<file path="src/rtl/u8ds_pkg.sv">
// u8ds_pkg: transaction types and character constants for the UTF-8 display sanitizer.
// No dependencies. Used by rtl/utf8_display_sanitizer.sv.

package u8ds_pkg;

  typedef struct packed {
    logic [7:0] data_byte;
    logic       final_byte;
  } in_item_t;

  typedef struct packed {
    logic [7:0] out_byte;
    logic       run_last;
    logic       text_end;
  } out_item_t;

  localparam logic [7:0]  QMARK      = 8'h3F;
  localparam logic [7:0]  LEAD2_MIN  = 8'hC2;
  localparam logic [7:0]  LEAD2_MAX  = 8'hDF;
  localparam logic [7:0]  LEAD3_MIN  = 8'hE0;
  localparam logic [7:0]  LEAD3_MAX  = 8'hEF;
  localparam logic [7:0]  LEAD4_MIN  = 8'hF0;
  localparam logic [7:0]  LEAD4_MAX  = 8'hF4;
  localparam logic [20:0] CP_MAX     = 21'h10FFFF;
  localparam logic [20:0] SURR_LO    = 21'h00D800;
  localparam logic [20:0] SURR_HI    = 21'h00DFFF;
  localparam logic [20:0] MIN_3BYTE  = 21'h000800;
  localparam logic [20:0] MIN_4BYTE  = 21'h010000;

  // Maximum results one input byte can cause.
  localparam int unsigned MAX_RES = 4;

endpackage

</file>
<file path="src/rtl/utf8_display_sanitizer.sv">
// utf8_display_sanitizer: streaming UTF-8 decoder/validator that replaces bad
// or non-displayable sequences with '?'. Depends on u8ds_pkg.

//  channel | direction | handshake               | payload
//  --------+-----------+-------------------------+-------------------------------------
//  in_     | input     | in_valid / in_ready     | u8ds_pkg::in_item_t  (data_byte, final_byte)
//  out_    | output    | out_valid / out_ready   | u8ds_pkg::out_item_t (out_byte, run_last, text_end)
//
// Flow: a byte is registered on acceptance, then decoded combinationally into a
//   4-slot result buffer. Bytes causing 0 or 1 results flow at one per cycle while
//   out_ready stays high; a byte causing more results holds the decoder until
//   the buffer drains to its last result through its single output slot.
// Reset: rst_n, synchronous, active low; clears the decoder to "no sequence
//   open" and empties the input register and result buffer.
// Stalls: out_ready low freezes the buffer; in_ready stays high while the input
//   register is empty or its byte is moving into the buffer this cycle.

module utf8_display_sanitizer (
  input  logic                clk,
  input  logic                rst_n,
  input  logic                in_valid,
  output logic                in_ready,
  input  u8ds_pkg::in_item_t  in_item,
  output logic                out_valid,
  input  logic                out_ready,
  output u8ds_pkg::out_item_t out_item
);

  // Control/format code points shown as a single '?'.
  function automatic logic unsafe_cp(input logic [20:0] cp);
    unsafe_cp = (cp <= 21'h1F) ||
                (cp >= 21'h7F   && cp <= 21'h9F)   ||
                (cp == 21'h061C) ||
                (cp >= 21'h200B && cp <= 21'h200F) ||
                (cp >= 21'h2028 && cp <= 21'h202E) ||
                (cp >= 21'h2060 && cp <= 21'h2069) ||
                (cp == 21'hFEFF);
  endfunction

  // ---------------- input register ----------------
  logic                in_v_r;
  u8ds_pkg::in_item_t  in_item_r;

  // ---------------- decoder state -----------------
  logic [1:0]  exp_r, exp_nxt;          // continuation bytes still needed
  logic [1:0]  held_cnt_r, held_cnt_nxt; // bytes of open sequence buffered
  logic [20:0] cv_r, cv_nxt;            // code point so far
  logic [7:0]  held_r   [3];            // no reset: read only once written
  logic [7:0]  held_nxt [3];

  // ---------------- result buffer -----------------
  // Slot 0 drives the output port; the rest shift down as results leave.
  u8ds_pkg::out_item_t ob_r [u8ds_pkg::MAX_RES];
  logic [2:0]          ob_cnt_r;

  u8ds_pkg::out_item_t res  [u8ds_pkg::MAX_RES];
  logic [7:0]          slot_byte [u8ds_pkg::MAX_RES];
  logic [2:0]          n_res;
  logic                load;
  logic                out_fire;

  assign out_valid = (ob_cnt_r != 3'd0);
  assign out_item  = ob_r[0];
  assign out_fire  = out_valid && out_ready;

  // The held byte moves into the buffer once the buffer is empty or its last
  // result leaves this cycle.
  assign load     = in_v_r && ((ob_cnt_r == 3'd0) || ((ob_cnt_r == 3'd1) && out_ready));
  assign in_ready = !in_v_r || load;

  // ---------------- decode ----------------
  always_comb begin
    logic [7:0]  b;
    logic        fin;
    logic        do_lead;
    logic        bad;
    logic [20:0] v;

    b            = in_item_r.data_byte;
    fin          = in_item_r.final_byte;
    exp_nxt      = exp_r;
    held_cnt_nxt = held_cnt_r;
    cv_nxt       = cv_r;
    do_lead      = 1'b0;
    bad          = 1'b0;
    v            = {cv_r[14:0], b[5:0]};
    n_res        = 3'd0;
    for (int i = 0; i < 3; i++) held_nxt[i] = held_r[i];
    for (int k = 0; k < u8ds_pkg::MAX_RES; k++) slot_byte[k] = u8ds_pkg::QMARK;

    if ((exp_r == 2'd0) || (held_cnt_r == 2'd0)) begin
      // No sequence open: byte is a fresh lead.
      exp_nxt      = 2'd0;
      held_cnt_nxt = 2'd0;
      cv_nxt       = '0;
      do_lead      = 1'b1;
    end else if (b[7:6] != 2'b10) begin
      // Sequence broken: '?' per buffered byte, then restart on this byte.
      for (int i = 0; i < 3; i++) begin
        if ((2'(i) < held_cnt_r) && (n_res < 3'd4)) begin
          slot_byte[n_res[1:0]] = u8ds_pkg::QMARK;
          n_res = n_res + 3'd1;
        end
      end
      exp_nxt      = 2'd0;
      held_cnt_nxt = 2'd0;
      cv_nxt       = '0;
      do_lead      = 1'b1;
    end else if (exp_r == 2'd1) begin
      // Last continuation byte: validate the complete code point.
      bad = ((held_cnt_r == 2'd2) && (v < u8ds_pkg::MIN_3BYTE)) ||
            ((held_cnt_r == 2'd3) && (v < u8ds_pkg::MIN_4BYTE)) ||
            (v > u8ds_pkg::CP_MAX) ||
            ((v >= u8ds_pkg::SURR_LO) && (v <= u8ds_pkg::SURR_HI));
      if (bad) begin
        for (int i = 0; i < 4; i++) begin
          if ((2'(i) <= held_cnt_r) && (n_res < 3'd4)) begin
            slot_byte[n_res[1:0]] = u8ds_pkg::QMARK;
            n_res = n_res + 3'd1;
          end
        end
      end else if (unsafe_cp(v)) begin
        slot_byte[0] = u8ds_pkg::QMARK;
        n_res        = 3'd1;
      end else begin
        for (int i = 0; i < 3; i++) begin
          if ((2'(i) < held_cnt_r) && (n_res < 3'd4)) begin
            slot_byte[n_res[1:0]] = held_r[i];
            n_res = n_res + 3'd1;
          end
        end
        if (n_res < 3'd4) begin
          slot_byte[n_res[1:0]] = b;
          n_res = n_res + 3'd1;
        end
      end
      exp_nxt      = 2'd0;
      held_cnt_nxt = 2'd0;
      cv_nxt       = '0;
    end else begin
      // More continuation bytes to come: buffer this one.
      for (int i = 0; i < 3; i++) begin
        if (held_cnt_r == 2'(i)) held_nxt[i] = b;
      end
      cv_nxt       = v;
      held_cnt_nxt = held_cnt_r + 2'd1;
      exp_nxt      = exp_r - 2'd1;
    end

    if (do_lead) begin
      if (!b[7]) begin
        if (n_res < 3'd4) begin
          slot_byte[n_res[1:0]] = unsafe_cp({13'd0, b}) ? u8ds_pkg::QMARK : b;
          n_res = n_res + 3'd1;
        end
      end else if ((b >= u8ds_pkg::LEAD2_MIN) && (b <= u8ds_pkg::LEAD2_MAX)) begin
        cv_nxt       = {16'd0, b[4:0]};
        exp_nxt      = 2'd1;
        held_nxt[0]  = b;
        held_cnt_nxt = 2'd1;
      end else if ((b >= u8ds_pkg::LEAD3_MIN) && (b <= u8ds_pkg::LEAD3_MAX)) begin
        cv_nxt       = {17'd0, b[3:0]};
        exp_nxt      = 2'd2;
        held_nxt[0]  = b;
        held_cnt_nxt = 2'd1;
      end else if ((b >= u8ds_pkg::LEAD4_MIN) && (b <= u8ds_pkg::LEAD4_MAX)) begin
        cv_nxt       = {18'd0, b[2:0]};
        exp_nxt      = 2'd3;
        held_nxt[0]  = b;
        held_cnt_nxt = 2'd1;
      end else if (n_res < 3'd4) begin
        // Bad lead byte.
        slot_byte[n_res[1:0]] = u8ds_pkg::QMARK;
        n_res = n_res + 3'd1;
      end
    end

    if (fin) begin
      // Text ends inside a sequence: '?' per buffered byte.
      if (exp_nxt != 2'd0) begin
        for (int i = 0; i < 3; i++) begin
          if ((2'(i) < held_cnt_nxt) && (n_res < 3'd4)) begin
            slot_byte[n_res[1:0]] = u8ds_pkg::QMARK;
            n_res = n_res + 3'd1;
          end
        end
      end
      exp_nxt      = 2'd0;
      held_cnt_nxt = 2'd0;
      cv_nxt       = '0;
    end

    for (int k = 0; k < u8ds_pkg::MAX_RES; k++) begin
      res[k].out_byte = slot_byte[k];
      res[k].run_last = (n_res == 3'(k + 1));
      res[k].text_end = (n_res == 3'(k + 1)) && fin;
    end
  end

  // ---------------- registers ----------------
  always_ff @(posedge clk) begin
    if (!rst_n) begin
      in_v_r     <= 1'b0;
      exp_r      <= 2'd0;
      held_cnt_r <= 2'd0;
      cv_r       <= '0;
      ob_cnt_r   <= 3'd0;
    end else begin
      if (in_ready) in_v_r <= in_valid;
      if (load) begin
        exp_r      <= exp_nxt;
        held_cnt_r <= held_cnt_nxt;
        cv_r       <= cv_nxt;
        ob_cnt_r   <= n_res;
      end else if (out_fire) begin
        ob_cnt_r   <= ob_cnt_r - 3'd1;
      end
    end
  end

  always_ff @(posedge clk) begin
    if (in_ready && in_valid) in_item_r <= in_item;
    if (load) begin
      for (int i = 0; i < 3; i++) held_r[i] <= held_nxt[i];
      for (int k = 0; k < u8ds_pkg::MAX_RES; k++) ob_r[k] <= res[k];
    end else if (out_fire) begin
      for (int k = 0; k < u8ds_pkg::MAX_RES - 1; k++) ob_r[k] <= ob_r[k + 1];
    end
  end

endmodule
</file>
<file path="config.mk">
export PLATFORM = sky130hd
export DESIGN_NAME = utf8_display_sanitizer
export DESIGN_NICKNAME = d
export VERILOG_FILES = /design/src/rtl/u8ds_pkg.sv /design/src/rtl/utf8_display_sanitizer.sv
export SDC_FILE = /design/constraint.sdc
export NUM_CORES = 1
export LEC_CHECK = 0
export BUFFER_PORTS_ARGS = -buffer_cell sky130_fd_sc_hd__buf_4
export CAP_MARGIN = 20
export CELL_PAD_IN_SITES_DETAIL_PLACEMENT = 1
export CELL_PAD_IN_SITES_GLOBAL_PLACEMENT = 1
export CORE_MARGIN = 1
export CORE_UTILIZATION = 46
export CTS_BUF_LIST = sky130_fd_sc_hd__clkbuf_4 sky130_fd_sc_hd__clkbuf_8
export DETAILED_ROUTE_END_ITERATION = 8
export PLACE_DENSITY = 0.82
export SLEW_MARGIN = 40
export SYNTH_ARGS = -nofsm -noshare
export SYNTH_HDL_FRONTEND = slang
export SYNTH_SLANG_ARGS = --single-unit
</file>
<file path="constraint.sdc">
create_clock -name clk -period 4.99 [get_ports clk]
set_clock_uncertainty 0.2 [all_clocks]
set_input_delay 0.7485 -clock clk [delete_from_list [all_inputs] [get_ports clk]]
set_output_delay 0.7485 -clock clk [all_outputs]
set_load 0.1 [all_outputs]
</file>
=== After elaboration in Yosys (flattened, before gate mapping) ===
Memory sizes are Yosys's and may differ from the RTL's.
Index checks and enable logic that the tools add are counted.

* Muxes and demuxes: 202
* Bitwise operators: 42
* Reductions and logical operators: 61
* Equality and inequality tests: 12
* Add/sub/neg operators: 15
* Order comparisons: 69

{| class="wikitable"
|+ Operators by type and width
! operator !! number
|-
| $mux 32 || 48
|-
| $mux 8 || 34
|-
| $or 24x24->24 || 9
|-
| $demux 8 s2 || 12
|-
| $mux 3 || 61
|-
| $mux 15 || 9
|-
| $bwmux 32 || 4
|-
| $mux 24 || 4
|-
| $and 8x8->8 || 9
|-
| $not 8->8 || 9
|-
| $ge 21x14->1 const B || 3
|-
| $le 21x14->1 const B || 3
|-
| $logic_and 1x1->1 || 41
|-
| $add 3x1->3 const B || 12
|-
| $ge 3x3->1 const B || 12
|-
| $lt 3x1->1 const B || 12
|-
| $lt 3x3->1 const B || 12
|-
| $mux 2 || 18
|-
| $not 2->3 || 12
|-
| $le 8x8->1 const B || 4
|-
| $mux 10 || 3
|-
| $ge 8x8->1 const B || 3
|-
| $eq 21x11->1 const B || 1
|-
| $eq 21x16->1 const B || 1
|-
| 31 further kinds || 65
|}

* Memories kept: 2
* RAM bits: 64
* Bits in registers: 32
* Word-level logic and storage cells: 410

{| class="wikitable"
|+ Memories
! name !! depth !! bits a word !! read ports !! clocked after memory_dff !! wr ports !! line !! RTL
|-
| ob_r || 4 || 10 || 4 || 0 || 4 || utf8_display_sanitizer.sv:53 || <nowiki>u8ds_pkg::out_item_t ob_r [u8ds_pkg::MAX_RES];</nowiki>
|-
| held_r || 3 || 8 || 3 || 0 || 3 || utf8_display_sanitizer.sv:48 || <nowiki>logic [7:0] held_r [3];</nowiki>
|}

=== Depth between registers and ports, before layout ===
Gate-level depths: netlist (run 1).

* Word-level depth: 64
* Mapped depth: 24
* Mapped depth without buffers: 23

=== Worst setup path after synthesis (run 1) ===
Ideal clock, no wire load.

* Path type: reg2reg
* Start point: reg held_cnt_r[0]
* End point: mem ob_r[3][0] in the netlist's numbering (data pin)
* Stages on the path, launching flop included: 23
* Data required time: 4.533 ns
* Arrival time: 4.395 ns
* Period minus slack after synthesis: 4.852 ns
* Setup slack: 0.138 ns
* Cell sequence: dfxtp_1 > inv_1 > ha_1 > or3b_2 > o221a_2 > o21a_4 > mux2i_1 > o21a_1 > ha_1 > o21a_1 > inv_1 > ha_1 > nor2_1 > a31oi_1 > ha_1 > nor2_1 > o22a_1 > ha_1 > a21oi_1 > o31ai_1 > a311o_1 > buf_6 > and4_2

{| class="wikitable"
|+ RTL lines
! what !! line !! RTL
|-
| from (decl) || utf8_display_sanitizer.sv:46 || <nowiki>logic [1:0] held_cnt_r, held_cnt_nxt;</nowiki>
|-
| from (signal assigned) || utf8_display_sanitizer.sv:212 || <nowiki>held_cnt_r <= held_cnt_nxt;</nowiki>
|-
| to (decl) || utf8_display_sanitizer.sv:53 ||
|}

==> impl_metrics.py, run 1 <==
metrics = {
    "global_routing": {
        "grt-ovfl-total": 0,
        "grt_pass1_vias": 4823,
        "grt.total_usage": 0.264,
        "grt_pass1_wl_microns": 25200,
        "antenna_found_initial": 0,
        "grt_max_degree": 31,
    },
    "power_and_ir_drop": {
        "p_leak_nw": 2.25,
        "p_per_area_nw_per_um2": 418,
        "total_power_mw": 2.77,
        "max-vdd-ir-drop_mv": 0.300,
    },
    "synth": {
        "synth_warnings": 0,
        "synth.top_cell.area_share": 0.395,
        "synth-seq-cells": 96,
        "synth.distinct_cells": 82,
        "yosys.area.top_type": "edfxtp_1",
        "async_reset_ff_frac": 0,
        "synth_fp_nets": 570,
        "synthTopCellsByArea": "edfxtp_1 39%, dfxtp_1 8.3%, ha_1 4.3%, nand2_1 3.5%, nor2_1 3.0%",
        "synthCells": 538,
        "synth_edf_count": 73,
        "avgSynthCellArea_sq_um": 10.3,
        "synth-main-ff-cell": "edfxtp_1",
        "synthesis.area_sq_um": 5550,
        "seq_area_frac_synth": 0.478,
    },
    "worst_hold_path": {
        "hold_start": "in_item[7]",
        "min_path_type": "primary input to flop",
    },
    "clocking": {
        "clock-sinks": 96,
        "cts-root-buf": "clkbuf_8",
        "clk_pin_slew_worst_paths_ns": 0.11,
        "insertion_delay_ns": 0.40,
        "cts_htree_levels": 3,
        "clk_path_buf_depth": 2,
        "cts_tree": "done",
        "cts_made_buffers": 9,
        "cts-hold-fix-buffers": 0,
    },
    "critical_path": {
        "crit_arrival_ns": 5.08,
        "r2r_start": "held_cnt_r[1]",
        "end_kind": "flop",
        "path_max_fanout": 12,
        "cpPeakStageDelay_ns": 0.38,
        "crit_chain": "buf_12 -> clkinvlp_4 -> ha_4 -> buf_4 -> nor2_1 -> buf_4 -> nand2_1 -> nor2_1 -> nor2_2 -> ha_1 -> o21a_1 -> inv_2 -> ha_4 -> nor2_4 -> a31oi_2 -> ha_1 -> nor2_2 -> o22a_1 -> ha_1 -> a21oi_2 -> o221ai_2 -> o21a_1 -> o21a_1 -> o41ai_2",
        "crit_buf_inv": 5,
        "cpMaxStageDelayCell": "dfxtp_4",
        "cp-startpoint": "held_cnt_r[1]",
        "critPathKind": "flop to flop",
        "cp.required_ns": 4.98,
        "startpoint_type": "flop",
        "path_delay_family": "compound AO/OA/AOI/OAI gates",
    },
    "finish": {
        "final_layout_size_suffix_gt1_frac": 0.279,
        "area_growth_pct": 19.2,
        "nNetsFinal": 625,
        "fin_area_sq_um": 6610,
        "antenna_cells": 0,
    },
    "place": {
        "hpwlAfterDp_microns": 11500,
        "finalWeightedCongestion": 0.900,
        "io_buffers": 24,
        "place_area_sq_um": 5980,
        "post-place-ws_ns": -0.164,
    },
    "timing": {
        "slew_viol_final": 0,
        "fmax_mhz": 196,
        "worstMarginPinSlew_ns": 0.822,
        "rsz0062_at_grt": "yes",
        "fin_ws_ns": -0.0996,
        "maxSlewHeadroom": 0.447,
        "finalSetupViolations": 5,
        "tns_ns": -0.229,
        "finalCritPeriodShare": 1.02,
        "hold-worst-slack_ns": 0.313,
        "min_period_ns": 5.09,
        "hold_violations": 0,
    },
    "floorplanning": {
        "die_height_microns": 112,
        "die_area_sq_um": 12500,
        "core_area_sq_um": 11600,
        "start_util": 0.480,
        "io_pins": 25,
        "fp.dieW_microns": 112,
        "rows": 39,
    },
    "detailed_routing": {
        "viasPerCell": 6.47,
        "wire_per_inst_microns": 22.9,
        "drc": 1,
        "drtIter0Drc": 272,
        "ant_nets": 0,
        "routed_wl_microns": 17000,
        "via_count": 4796,
        "firstDrtPassIters": 6,
    },
    "job": {
        "cap_viol_max_count": 0,
    },
    "outcome": {
        "violations": "design-rule violations, negative setup slack",
        "outcome": "finished, violations left",
    },
}
repair_timing:
action / in CTS / in global routing
setup endpoints to repair: 9 / 10
setup buffers: 7 / 16
cloned: 1 / 0
pin swaps: 12 / 17
gates resized for setup: 13 / 39
hold endpoints to repair: 0 / 0
logic make-up (layout without fill, tap and decap cells):
kind of cell             after synthesis  count (layout)  share of synthesized area
buffers and inverters                 51             110                     0.0404
XOR/XNOR                               4               4                    0.00631
AND/OR/NAND/NOR                      182             182                      0.179
flip-flops                            96              96                      0.478
adder cells (fa/ha/maj)               19              19                     0.0428
multiplexers                           6               6                     0.0115
AO/OA/AOI/OAI                        180             181                      0.242
area by class of cell:
class / instances / area [sq um]
clock buffer: 10 / 131
timing repair buffer: 74 / 568
inverter: 20 / 78.8
clock inverter: 6 / 67.6
sequential: 96 / 2660
multi-input combinational: 392 / 2930
tap: 143 / 179
fill: 1237 / 4950
stage by stage:
| step | std cells | util |
|---|---|---|
| 6_report | 741 | 0.572 |
| 5_1_grt | 741 | 0.572 |
| 4_1_cts | 725 | 0.544 |
| 3_5_place_dp | 701 | 0.517 |
| 3_3_place_gp | 701 | 0.517 |
| 2_1_floorplan | 538 | - |
cells in the final DEF, fill, tap and decap left out, types with 7 or more instances in the layout:
cell type / synthesis / final
a21boi_0: 7 / 7
edfxtp_1: 73 / 73
nor2_1: 44 / 40
inv_1: 19 / 16
dfxtp_1: 23 / 18
buf_4: 0 / 73
clkbuf_8: 1 / 9
nor2b_1: 18 / 18
o22ai_1: 21 / 20
nand2_1: 52 / 52
a22oi_1: 17 / 17
o21ai_0: 16 / 15
a21oi_1: 32 / 30
nand3_1: 9 / 8
o21a_1: 16 / 16
ha_1: 19 / 13
path summary, 6_finish.rpt:
kind,endpoint,slack [ns],cells past startpoint
max,ob_r[0][0],-0.1,24
min,in_item_r[7],0.31,1
max reg2reg,ob_r[0][0],-0.1,24
min reg2reg,cv_r[3],0.31,2
cell usage after synthesis, types with 4 or more instances:
| cell | count |
|---|---|
| edfxtp_1 | 73 |
| nand2_1 | 52 |
| nor2_1 | 44 |
| a21oi_1 | 32 |
| dfxtp_1 | 23 |
| clkbuf_1 | 22 |
| o22ai_1 | 21 |
| ha_1 | 19 |
| inv_1 | 19 |
| nor2b_1 | 18 |
| a22oi_1 | 17 |
| o21a_1 | 16 |
| o21ai_0 | 16 |
| o31ai_1 | 10 |
| nand3_1 | 9 |
| a21boi_0 | 7 |
| and2_1 | 6 |
| buf_2 | 6 |
| o2111ai_1 | 6 |
| or3_1 | 6 |
| nor3_1 | 5 |
| nor4_1 | 5 |
| o32ai_1 | 5 |
| and3_1 | 4 |
| o211ai_1 | 4 |
| o221ai_1 | 4 |
| o41ai_1 | 4 |
sequential cells by signal, summed over array words and instances (netlist names):
name        cells
exp_r           2
ob_r           40
in_v_r          1
held_r         24
ob_cnt_r        3
in_item_r       9
cv_r           15
held_cnt_r      2
power breakdown:
| part | switching [mW] | internal (mW) | leakage [nW] | total [mW] |
|---|---|---|---|---|
| clock | 0.303 | 0.239 | 0.0979 | 0.543 |
| combinational | 0.801 | 0.310 | 1.34 | 1.11 |
| sequential | 0.0678 | 1.05 | 0.810 | 1.11 |
| total | 1.17 | 1.60 | 2.25 | 2.77 |
metal layers:
metal / wire [microns] / up-vias / GRT usage
met5: 0 / - / 0
met4: 636 / 0 / 0.138
met3: 1060 / 50 / 0.0452
met2: 8450 / 193 / 0.440
met1: 6850 / 2379 / 0.328
li1: - / 2174 / -
Note: power is estimated with default switching activity, not from simulation.
==> run 2: changes to the inputs <==
- CELL_PAD_IN_SITES_DETAIL_PLACEMENT: 1 -> 0
- PLACE_DENSITY: 0.82 -> not set
- PLACE_DENSITY_LB_ADDON: not set -> 0.3
==> impl_metrics.py, run 2 (synthesized netlist as in run 1, its figures left out) <==
metrics = {
    "critical_path": {
        "cp.required_ns": 4.99,
        "critPathKind": "flop to flop",
        "path_max_fanout": 7,
        "r2r_slack_ns": 0.14,
        "end_kind": "flop",
        "startpoint_type": "flop",
        "crit_arrival_ns": 4.85,
    },
    "floorplanning": {
        "rows": 39,
        "core_area_sq_um": 11600,
        "io_pins": 25,
        "die_height_microns": 112,
        "fp.dieW_microns": 112,
        "start_util": 0.480,
        "die_area_sq_um": 12500,
    },
    "finish": {
        "layout_commonest_cell": "edfxtp_1",
        "final_core_util": 0.562,
        "antenna_cells": 0,
        "largest_register_ffs": 40,
        "area_growth_pct": 17.0,
        "regMostFlops": "ob_r",
        "final_layout_size_suffix_gt1_frac": 0.260,
        "fin_area_sq_um": 6490,
        "nNetsFinal": 620,
        "reg_top3": "ob_r x40, held_r x24, cv_r x15",
        "final_cell_mix": "73 x edfxtp_1, 68 x buf_4, 52 x nand2_1",
    },
    "detailed_routing": {
        "ant_nets": 0,
        "viasPerCell": 6.09,
        "drtIter0Drc": 383,
        "routed_wl_microns": 13800,
        "wire_per_inst_microns": 18.8,
        "drc": 3,
        "via_count": 4482,
        "firstDrtPassIters": 7,
    },
    "clocking": {
        "cts_made_buffers": 9,
        "clk_pin_slew_worst_paths_ns": 0.09,
        "cts_tree": "done",
        "insertion_delay_ns": 0.38,
        "clock-sinks": 96,
        "cts_htree_levels": 3,
        "clk_path_buf_depth": 2,
        "cts-root-buf": "clkbuf_8",
    },
    "outcome": {
        "violations": "design-rule violations",
        "outcome": "finished, violations left",
    },
    "global_routing": {
        "grt.total_usage": 0.227,
        "grt_pass1_wl_microns": 22100,
        "grt-ovfl-total": 0,
        "grt_pass1_vias": 4328,
        "antenna_found_initial": 0,
        "grt_max_degree": 31,
    },
    "place": {
        "place_area_sq_um": 6000,
        "io_buffers": 24,
        "hpwlAfterDp_microns": 9820,
        "finalWeightedCongestion": 0.920,
    },
    "power_and_ir_drop": {
        "total_power_mw": 2.69,
        "p_leak_nw": 2.21,
        "max-vdd-ir-drop_mv": 0.210,
        "p_per_area_nw_per_um2": 414,
    },
    "worst_hold_path": {
        "min_path_type": "flop to flop",
    },
    "timing": {
        "finalSetupViolations": 0,
        "fmax_mhz": 206,
        "hold_violations": 0,
        "slew_viol_final": 0,
        "worstMarginPinSlew_ns": 0.847,
        "maxSlewHeadroom": 0.430,
        "finalCritPeriodShare": 0.972,
        "rsz0062_at_grt": "yes",
        "tns_ns": 0,
        "min_period_ns": 4.85,
    },
    "job": {
        "cap_viol_max_count": 0,
    },
}
## run 2: cell count changes in the layout (fill, tap and decap cells not counted), sizes merged
cell      change
clkinvlp      -1
buf           -5
clkbuf        -1
clkinv        +2
## run 2: report_power, final
part	internal (mW)	switching (mW)	total (mW)
Sequential	1.05	0.0600	1.11
Combinational	0.297	0.764	1.06
Clock	0.233	0.291	0.524
Total	1.58	1.11	2.69
## run 2: worst paths after layout
kind,start,endpoint,cells after the start
worst max-delay path,held_cnt_r[1],ob_r[2][1],22
worst min-delay path,cv_r[3],cv_r[3],2
worst max register to register,held_cnt_r[1],ob_r[2][1],22
worst min register to register,cv_r[3],cv_r[3],2
## run 2: metrics by stage
stage	hold WS (ns)	std cells	setup WS [ns]
floorplan	0.243	538	0.138
global placement	0.298	703	0.102
detailed placement	0.306	703	-0.0307
CTS	0.318	724	0.0161
global route	0.316	736	-0.0582
finish	0.324	736	0.138
## run 2: critical path: stages, from the launching register on
cell and delay (ns):
dfxtp_2 0.36, buf_4 0.11, ha_2 0.17, or3b_4 0.37, o221a_4 0.24, o21a_4 0.23
o31a_4 0.14, nor2_2 0.14, nor2_2 0.06, ha_1 0.31, o21a_1 0.19, inv_2 0.07
ha_4 0.21, nor2_4 0.08, a31oi_2 0.05, ha_1 0.36, nor2_1 0.05, o22a_1 0.16
ha_1 0.19, a21oi_2 0.17, o31ai_2 0.09, a311o_2 0.40, o41ai_1 0.32
## run 2: what timing repair did
action,4_1_cts,5_1_grt
pin swaps,5,24
hold buffers,0,0
setup buffers,5,11
gates cloned,0,1
endpoints found under the setup margin,5,10
resized for setup,8,32
## run 2: routing by layer
metal | vias to the layer above | GRT usage | wire length (microns)
li1 | 2162 | - | -
met1 | 2165 | 0.314 | 6350
met2 | 132 | 0.353 | 6370
met3 | 23 | 0.0354 | 755
met4 | 0 | 0.100 | 331
met5 | - | 0 | 0
## run 2: final cells by class
| class | count | area [sq um] |
|---|---|---|
| Clock buffer | 9 | 124 |
| Clock inverter | 7 | 71.3 |
| Fill cell | 997 | 5070 |
| Inverter | 20 | 78.8 |
| Multi-Input combinational cell | 392 | 2850 |
| Sequential cell | 96 | 2660 |
| Tap cell | 143 | 179 |
| Timing Repair Buffer | 69 | 531 |
